## config.mk

```make
export PLATFORM = sky130hd
export DESIGN_NAME = binary_thinning_subpass_top
export DESIGN_NICKNAME = d
export VERILOG_FILES = /design/src/hw/rtl/bts_pkg.sv /design/src/hw/rtl/binary_thinning_subpass_top.sv
export SDC_FILE = /design/constraint.sdc
export NUM_CORES = 2
export LEC_CHECK = 0
export BUFFER_PORTS_ARGS = -buffer_cell sky130_fd_sc_hd__buf_2
export CAP_MARGIN = 40
export CORE_MARGIN = 10
export CORE_UTILIZATION = 45
export CTS_BUF_LIST = sky130_fd_sc_hd__clkbuf_16
export DETAILED_ROUTE_END_ITERATION = 12
export PLACE_DENSITY_LB_ADDON = 0.3
export REMOVE_ABC_BUFFERS = 1
export SLEW_MARGIN = 20
export SYNTH_ARGS = -nofsm -noshare
export SYNTH_HDL_FRONTEND = slang
export SYNTH_SLANG_ARGS = --single-unit
```

## constraint.sdc

```tcl
create_clock -name clock -period 52.2 [get_ports clock]
set_input_delay 7.83 -clock clock [delete_from_list [all_inputs] [get_ports clock]]
set_output_delay 7.83 -clock clock [all_outputs]
set_load 0.02 [all_outputs]
```

## src/hw/rtl/bts_pkg.sv

```systemverilog
// ----------------------------------------------------------------------------
// Binary thinning sub-pass package
// Shared beat types, register indexes, size limits and ring order.
// ----------------------------------------------------------------------------
`default_nettype none

package bts_pkg;

   localparam int MAX_WIDTH  = 1024;
   localparam int MAX_HEIGHT = 1024;

   // Field width of the size registers.
   localparam int SIZE_W = 11;
   // Counter width: holds a size plus the drain rows.
   localparam int CNT_W  = SIZE_W + 1;
   // Row store address width.
   localparam int COL_W  = $clog2(MAX_WIDTH);
   localparam int CSR_W  = 2;

   localparam logic [CSR_W-1:0] CSR_SUB_ITERATION = 2'd0;
   localparam logic [CSR_W-1:0] CSR_IMAGE_WIDTH   = 2'd1;
   localparam logic [CSR_W-1:0] CSR_IMAGE_HEIGHT  = 2'd2;

   localparam logic [SIZE_W-1:0] WIDTH_RESET  = SIZE_W'(640);
   localparam logic [SIZE_W-1:0] HEIGHT_RESET = SIZE_W'(480);
   localparam int                MIN_SIZE     = 4;

   localparam logic ACTION_PIXEL = 1'b0;
   localparam logic ACTION_DRAIN = 1'b1;

   // Window bit positions visited around the ring, starting at north.
   localparam logic [3:0] RING_POS [8] = '{4'd3, 4'd6, 4'd7, 4'd8,
                                           4'd5, 4'd2, 4'd1, 4'd0};
   localparam int POS_N = 3;
   localparam int POS_E = 7;
   localparam int POS_S = 5;
   localparam int POS_W = 1;
   localparam int POS_C = 4;

   typedef struct packed {
      logic action;
      logic pixel;
   } req_type;

   typedef struct packed {
      logic pixel_out;
      logic deleted;
      logic last;
      logic frame_changed;
   } rsp_type;

endpackage

`default_nettype wire

```

## src/hw/rtl/binary_thinning_subpass_top.sv

```systemverilog
// ----------------------------------------------------------------------------
// Binary thinning sub-pass
// Latency: a result passes stage 1 and the output queue after the beat that
//   completes its 3x3 window; in stream terms results lag by width+1 beats.
// Throughput: one beat per cycle while the output queue has room, set by the
//   row store read at accept and its write-back in the following cycle.
// Reset: synchronous; counters, window, config and output queue are cleared,
//   the row store is not.
// ----------------------------------------------------------------------------
`default_nettype none

module binary_thinning_subpass_top (
   input  wire logic                       clock,
   input  wire logic                       reset,
   input  wire logic                       req_valid,
   output logic                            req_ready,
   input  wire bts_pkg::req_type           req_data,
   output logic                            rsp_valid,
   input  wire logic                       rsp_ready,
   output bts_pkg::rsp_type                rsp_data,
   input  wire logic                       csr_we,
   input  wire logic [bts_pkg::CSR_W-1:0]  csr_index,
   input  wire logic [bts_pkg::SIZE_W-1:0] csr_wdata
);
   import bts_pkg::*;

   localparam int DEPTH = 4;
   localparam int PTR_W = $clog2(DEPTH);

   // configuration
   logic              sub_ff, sub_in;
   logic [SIZE_W-1:0] width_ff, width_in;
   logic [SIZE_W-1:0] height_ff, height_in;
   logic              restart;
   logic [SIZE_W-1:0] clamped_w, clamped_h;

   // frame position
   logic [CNT_W-1:0] row_ff, row_in;
   logic [CNT_W-1:0] col_ff, col_in;
   logic [CNT_W-1:0] w_ext, h_ext, col_inc, er, ec;
   logic             accept, proc, in_frame, bit_in, wrap, emit, interior, last;

   // stage 1: row store read in flight
   logic             s1_valid_ff, s1_valid_in;
   logic             s1_bit_ff, s1_emit_ff, s1_interior_ff, s1_last_ff;
   logic [COL_W-1:0] s1_col_ff;
   logic [1:0]       rd_ff;
   logic [1:0]       row_mem [MAX_WIDTH];

   // stage 2: window and decision
   logic [8:0] win_ff, win_in;
   logic       any_ff, any_in;
   logic [7:0] ring;
   logic [3:0] trans, ones;
   logic       centre, prod1, prod2, del, push;
   rsp_type    push_data;

   // output queue
   rsp_type          fifo [DEPTH];
   logic [PTR_W-1:0] wr_ptr_ff, wr_ptr_in, rd_ptr_ff, rd_ptr_in;
   logic [PTR_W:0]   cnt_ff, cnt_in;
   logic             pop;

   // ---------------- configuration ----------------
   always_comb begin
      clamped_w = csr_wdata;
      if (32'(csr_wdata) < MIN_SIZE) clamped_w = SIZE_W'(MIN_SIZE);
      else if (32'(csr_wdata) > MAX_WIDTH) clamped_w = SIZE_W'(MAX_WIDTH);
      clamped_h = csr_wdata;
      if (32'(csr_wdata) < MIN_SIZE) clamped_h = SIZE_W'(MIN_SIZE);
      else if (32'(csr_wdata) > MAX_HEIGHT) clamped_h = SIZE_W'(MAX_HEIGHT);

      sub_in    = sub_ff;
      width_in  = width_ff;
      height_in = height_ff;
      restart   = 1'b0;
      if (csr_we) begin
         case (csr_index)
            CSR_SUB_ITERATION: sub_in = csr_wdata[0];
            CSR_IMAGE_WIDTH: begin
               width_in = clamped_w;
               restart  = 1'b1;
            end
            CSR_IMAGE_HEIGHT: begin
               height_in = clamped_h;
               restart   = 1'b1;
            end
            default: ;
         endcase
      end
   end

   // ---------------- accept and position ----------------
   always_comb begin
      w_ext     = CNT_W'(width_ff);
      h_ext     = CNT_W'(height_ff);
      req_ready = (cnt_ff + (PTR_W+1)'(s1_valid_ff)) < (PTR_W+1)'(DEPTH);
      accept    = req_valid && req_ready;
      in_frame  = row_ff < h_ext;
      proc      = accept && !(in_frame && (req_data.action == ACTION_DRAIN));
      bit_in    = in_frame & req_data.pixel;

      col_inc = col_ff + CNT_W'(1);
      wrap    = col_inc >= w_ext;
      emit    = (row_ff >= CNT_W'(2)) || ((row_ff == CNT_W'(1)) && (col_ff != '0));
      if (col_ff != '0) begin
         er = row_ff - CNT_W'(1);
         ec = col_ff - CNT_W'(1);
      end else begin
         er = row_ff - CNT_W'(2);
         ec = w_ext - CNT_W'(1);
      end
      interior = (er >= CNT_W'(1)) && ((er + CNT_W'(2)) <= h_ext)
               && (ec >= CNT_W'(1)) && ((ec + CNT_W'(2)) <= w_ext);
      last     = emit && (er == h_ext - CNT_W'(1)) && (ec == w_ext - CNT_W'(1));

      row_in = row_ff;
      col_in = col_ff;
      if (restart) begin
         row_in = '0;
         col_in = '0;
      end else if (proc) begin
         if (last) begin
            row_in = '0;
            col_in = '0;
         end else if (wrap) begin
            row_in = row_ff + CNT_W'(1);
            col_in = '0;
         end else begin
            col_in = col_inc;
         end
      end
      s1_valid_in = proc;
   end

   // ---------------- row store ----------------
   always_ff @(posedge clock) begin
      if (s1_valid_ff) row_mem[s1_col_ff] <= {rd_ff[0], s1_bit_ff};
      if (proc) begin
         if (s1_valid_ff && (s1_col_ff == col_ff[COL_W-1:0])) rd_ff <= {rd_ff[0], s1_bit_ff};
         else rd_ff <= row_mem[col_ff[COL_W-1:0]];
      end
   end

   always_ff @(posedge clock) begin
      if (proc) begin
         s1_bit_ff      <= bit_in;
         s1_emit_ff     <= emit;
         s1_interior_ff <= interior;
         s1_last_ff     <= last;
         s1_col_ff      <= col_ff[COL_W-1:0];
      end
   end

   // ---------------- window and decision ----------------
   always_comb begin
      win_in = win_ff;
      if (s1_valid_ff) win_in = {s1_bit_ff, rd_ff[0], rd_ff[1], win_ff[8:3]};

      trans = '0;
      ones  = '0;
      for (int i = 0; i < 8; i++) ring[i] = win_in[RING_POS[i]];
      for (int i = 0; i < 8; i++) begin
         trans = trans + 4'(!ring[i] && ring[(i + 1) % 8]);
         ones  = ones + 4'(ring[i]);
      end
      centre = win_in[POS_C];
      if (!sub_ff) begin
         prod1 = win_in[POS_N] & win_in[POS_E] & win_in[POS_S];
         prod2 = win_in[POS_E] & win_in[POS_S] & win_in[POS_W];
      end else begin
         prod1 = win_in[POS_N] & win_in[POS_E] & win_in[POS_W];
         prod2 = win_in[POS_N] & win_in[POS_S] & win_in[POS_W];
      end
      del = centre && s1_interior_ff && (trans == 4'd1) && (ones >= 4'd2)
          && (ones <= 4'd6) && !prod1 && !prod2;

      push = s1_valid_ff && s1_emit_ff;
      push_data.pixel_out     = centre & ~del;
      push_data.deleted       = del;
      push_data.last          = s1_last_ff;
      push_data.frame_changed = s1_last_ff & (any_ff | del);

      any_in = any_ff;
      if (restart) any_in = 1'b0;
      else if (push) any_in = s1_last_ff ? 1'b0 : (any_ff | del);
   end

   // ---------------- output queue ----------------
   always_comb begin
      rsp_valid = cnt_ff != '0;
      rsp_data  = fifo[rd_ptr_ff];
      pop       = rsp_valid && rsp_ready;
      wr_ptr_in = push ? wr_ptr_ff + PTR_W'(1) : wr_ptr_ff;
      rd_ptr_in = pop ? rd_ptr_ff + PTR_W'(1) : rd_ptr_ff;
      cnt_in    = cnt_ff + (PTR_W+1)'(push) - (PTR_W+1)'(pop);
   end

   always_ff @(posedge clock) begin
      if (push) fifo[wr_ptr_ff] <= push_data;
   end

   // ---------------- control registers ----------------
   always_ff @(posedge clock) begin
      if (reset) begin
         sub_ff      <= 1'b0;
         width_ff    <= WIDTH_RESET;
         height_ff   <= HEIGHT_RESET;
         row_ff      <= '0;
         col_ff      <= '0;
         s1_valid_ff <= 1'b0;
         win_ff      <= '0;
         any_ff      <= 1'b0;
         wr_ptr_ff   <= '0;
         rd_ptr_ff   <= '0;
         cnt_ff      <= '0;
      end else begin
         sub_ff      <= sub_in;
         width_ff    <= width_in;
         height_ff   <= height_in;
         row_ff      <= row_in;
         col_ff      <= col_in;
         s1_valid_ff <= s1_valid_in;
         win_ff      <= win_in;
         any_ff      <= any_in;
         wr_ptr_ff   <= wr_ptr_in;
         rd_ptr_ff   <= rd_ptr_in;
         cnt_ff      <= cnt_in;
      end
   end

endmodule

`default_nettype wire

```

==> run_results.csv <==
group,metric,value,unit
run_status,status,"complete, no violations",
grt,grt_overflow,0,
clock_network,ctsResizeCount,0,
yosys,synth_cell_types,86,
pwr,p_sw,0.000801,W
pwr,total_leakage_power,30.9,nW
yosys,synth_most_common_cell,"edfxtp_1",
floorplanning,core,0.202,mm^2
floorplanning,die_h,471,um
sta,period_share,19.7,%
grt,grt_pass1_vias,54177,
yosys,ys.flop_type,"edfxtp_1",
hold_path,min_path_cells,2,
grt,grt_start_max_net_pins,256,
clock_network,cts_hold_buf,0,
worst_setup_path,path_class,"reg2out",
detailed_routing,drc,0,
floorplanning,fp.dieW,471,um
placement,dp.cells,8381,
floorplanning,io_pins,26,
floorplanning,start_util,45.3,%
grt,use_met1,30.5,%
finish,syn_to_final_growth,11.6,%
sta,rsz0062_at_grt,"false",
pwr,p_clk_share,40.5,%
sta,hold_viol,0,
sta,max_freq,97.4,MHz
grt,grt_use_met3,4.98,%
yosys,syn_avg_cell_area,15.3,um^2
yosys,syn-cell-area,0.0915,mm^2
worst_setup_path,r2r-start,"col_ff[1]$_SDFFE_PP0P_",
detailed_routing,viasPerCell,6.21,
clock_network,cts.root.buffer_cell,"clkbuf_16",
sta,finalCriticalPeriod,10270,ps
floorplanning,std_cell_rows,165,
yosys,synthesis.instances,5987,
pwr,peakVddDrop,37.2,uV
finish,final_layout_size_suffix_gt1_share,15.5,%
finish,regArea,0.0638,mm^2
worst_setup_path,crit_fanout,40,
detailed_routing,drt-wirelength-per-cell,29.9,um
clock_network,cts.sinks,2147,
grt,grt.met2_usage,36.1,%
detailed_routing,drt_iter0_drc,7134,
hold_path,worstHoldStart,"height_ff[10]$_SDFFE_PP0P_",
worst_setup_path,end_kind,"primary output",
clock_network,clk_pin_slew,60,ps
yosys,synth_area_leaders,"edfxtp_1 68%, mux4_2 8.2%, nor2_1 4.7%, mux2i_1 4.2%, dfxtp_1 1.5%",
worst_setup_path,regToRegEndpoint,"rd_ff[0]$_DFFE_PP_",
sta,worst_pin_slew,1210,ps
finish,final_net_count,6025,
finish,multiInputGateArea,0.0259,mm^2
pwr,sw_frac_of_total,22.2,%
finish,final_cell_count_no_fill,8774,
hold_path,worstHoldEndpoint,"height_ff[10]$_SDFFE_PP0P_",
worst_setup_path,required,44370,ps
worst_setup_path,reg2reg_setup_slack,45830,ps
finish,fillCellCount,16502,
sta,skew,39.8,ps
clock_network,cts.path.max_buffers,3,
detailed_routing,vias,54506,
pwr,comb_power_share,6.5,%
yosys,yosysTopAreaCellShare,68.3,%
clock_network,post-cts-setup-buffers,0,
pwr,p_int,0.00280,W
sta,relSlewSlack,19.0,%
yosys,ys_ff_latch,2147,
grt,grt_pass1_wl,377000,um
yosys,synth_common_cells,"2,080 x edfxtp_1, 1,139 x nor2_1, 380 x mux2i_1",
sta,fin_setup_tns,0,ps
detailed_routing,drt-pass1-iter-count,6,
placement,routabilityCongestion,0.835,
pwr,p_per_area,35.3,mW/mm^2
grt,grt.total_usage,23.0,%
yosys,yosysWarningCount,0,
clock_network,h-tree-depth,4,
sta,setup_viol,0,
floorplanning,die_area,0.222,mm^2
pwr,seqPwrFrac,53.1,%
yosys,yosys.area.top_type,"edfxtp_1",
clock_network,insertion_delay,870,ps
clock_network,cts-buffers-inserted,207,
yosys,ys_seq_area_share,69.7,%
worst_setup_path,critPathLaunchType,"flop",
placement,dpl.hpwl,152000,um
grt,antenna_found_initial,13,
sta,drv_slew,0,
worst_setup_path,reg2regPathDepth,13,
yosys,synth_edf_count,2080,
detailed_routing,ant_nets,0,
run,cap_violations,0,
hold_path,hold_path_class,"reg2reg",
detailed_routing,wl,262000,um
yosys,synthArstFlopShare,0,%
placement,portBuffers,25,
grt,top_usage_layer,"met2",
clock_network,cts_tree,"built",
worst_setup_path,arrival,2440,ps
==> state kept, by name, indices dropped and copies added, names as in the netlist, 2 cells and up, named ones only <==
| name | cells |
|---|---|
| height_ff | 11 |
| wr_ptr_ff | 2 |
| rd_ptr_ff | 2 |
| width_ff | 11 |
| fifo | 16 |
| row_ff | 12 |
| s1_col_ff | 10 |
| row_mem | 2048 |
| rd_ff | 2 |
| cnt_ff | 3 |
| win_ff | 9 |
| col_ff | 12 |
==> critical path, stage by stage, from the launching register on <==
cell and delay [ps]:
dfxtp_2 310, buf_4 630, nand3_1 170, xor2_1 250, buf_2 210
==> per-stage QoR <==
stage | setup WS (ps) | instance area, um^2 | hold slack (ps) | util, % | total power (W)
after floorplan | 15800 | 89500 | 443 | - | 0.00228
after global placement | 41980 | 94400 | 513 | 46.7 | 0.00217
after CTS | 41840 | 102000 | 541 | 50.4 | 0.00362
final | 41930 | 102000 | 539 | 50.5 | 0.00360
after global routing | 41780 | 102000 | 562 | 50.5 | 0.00371
after detailed placement | 42520 | 95400 | 531 | 47.2 | 0.00218
==> cell type report <==
type                            instances  area share (%)
Clock buffer                          212            5.20
Inverter                               65           0.245
Antenna cell                            6          0.0147
Sequential cell                      2147            62.5
Clock inverter                        168            1.21
Multi-Input combinational cell       3302            25.4
Tap cell                             2672            3.27
Timing Repair Buffer                  202            2.18
==> how the worst max path moves through the flow <==
| stage | startpoint | end | slack (ps) | cells past startpoint |
|---|---|---|---|---|
| 2_1_floorplan | col_ff[0]$_SDFFE_PP0P_ | col_ff[0]$_SDFFE_PP0P_ | 15800 | 13 |
| 3_3_place_gp | req_valid | row_ff[11]$_SDFFE_PP0P_ | 41980 | 7 |
| 3_5_place_dp | req_valid | col_ff[5]$_SDFFE_PP0P_ | 42520 | 7 |
| 4_1_cts | s1_valid_ff$_SDFF_PP0_ | req_ready | 41840 | 4 |
| 5_1_grt | s1_valid_ff$_SDFF_PP0_ | req_ready | 41780 | 4 |
| 6_report | s1_valid_ff$_SDFF_PP0_ | req_ready | 41930 | 4 |
==> cell families (layout without fill, tap and decap cells) <==
logic type | count (synthesis) | after routing | share of synthesized area (%)
multiplexers | 738 | 738 | 12.7
other | 0 | 6 | 0
AO/OA/AOI/OAI | 639 | 639 | 4.96
XOR/XNOR | 85 | 85 | 0.859
buffers and inverters | 538 | 647 | 2.39
adder cells (fa/ha/maj) | 80 | 80 | 1.17
AND/OR/NAND/NOR | 1760 | 1760 | 8.20
flip-flops | 2147 | 2147 | 69.7
==> power groups by stage <==
stage	clock network (W)	registers (W)	logic, W
floorplan	0	0.00202	0.000258
global placement	0	0.00195	0.000224
detailed placement	0	0.00195	0.000230
CTS	0.00147	0.00191	0.000231
global route	0.00154	0.00191	0.000252
finish	0.00146	0.00191	0.000233
==> layer usage <==
| metal | part of all wire [%] | vias to the layer above |
|---|---|---|
| li1 | - | 22948 |
| met1 | 39 | 28176 |
| met2 | 46 | 2819 |
| met3 | 10 | 561 |
| met4 | 5.2 | 2 |
| met5 | 0.0069 | - |
==> cell usage in the layout, fill, tap and decap left out, types with 24 or more instances in the layout <==
| master | count |
|---|---|
| o21ai_0 | 95 |
| nand4_1 | 30 |
| buf_4 | 114 |
| clkinv_2 | 24 |
| ha_1 | 71 |
| inv_1 | 104 |
| nand2_1 | 209 |
| a21oi_1 | 122 |
| a221oi_1 | 97 |
| buf_12 | 24 |
| nand3_1 | 115 |
| mux2i_1 | 380 |
| clkbuf_16 | 212 |
| clkinv_1 | 57 |
| nor3_1 | 42 |
| dfxtp_1 | 60 |
| a22oi_1 | 96 |
| mux4_2 | 335 |
| buf_2 | 28 |
| a31oi_1 | 32 |
| edfxtp_1 | 2080 |
| nor2_1 | 1134 |
| nand2_2 | 30 |
| xnor2_1 | 63 |
No activity file was read; power rests on OpenSTA's default activity.
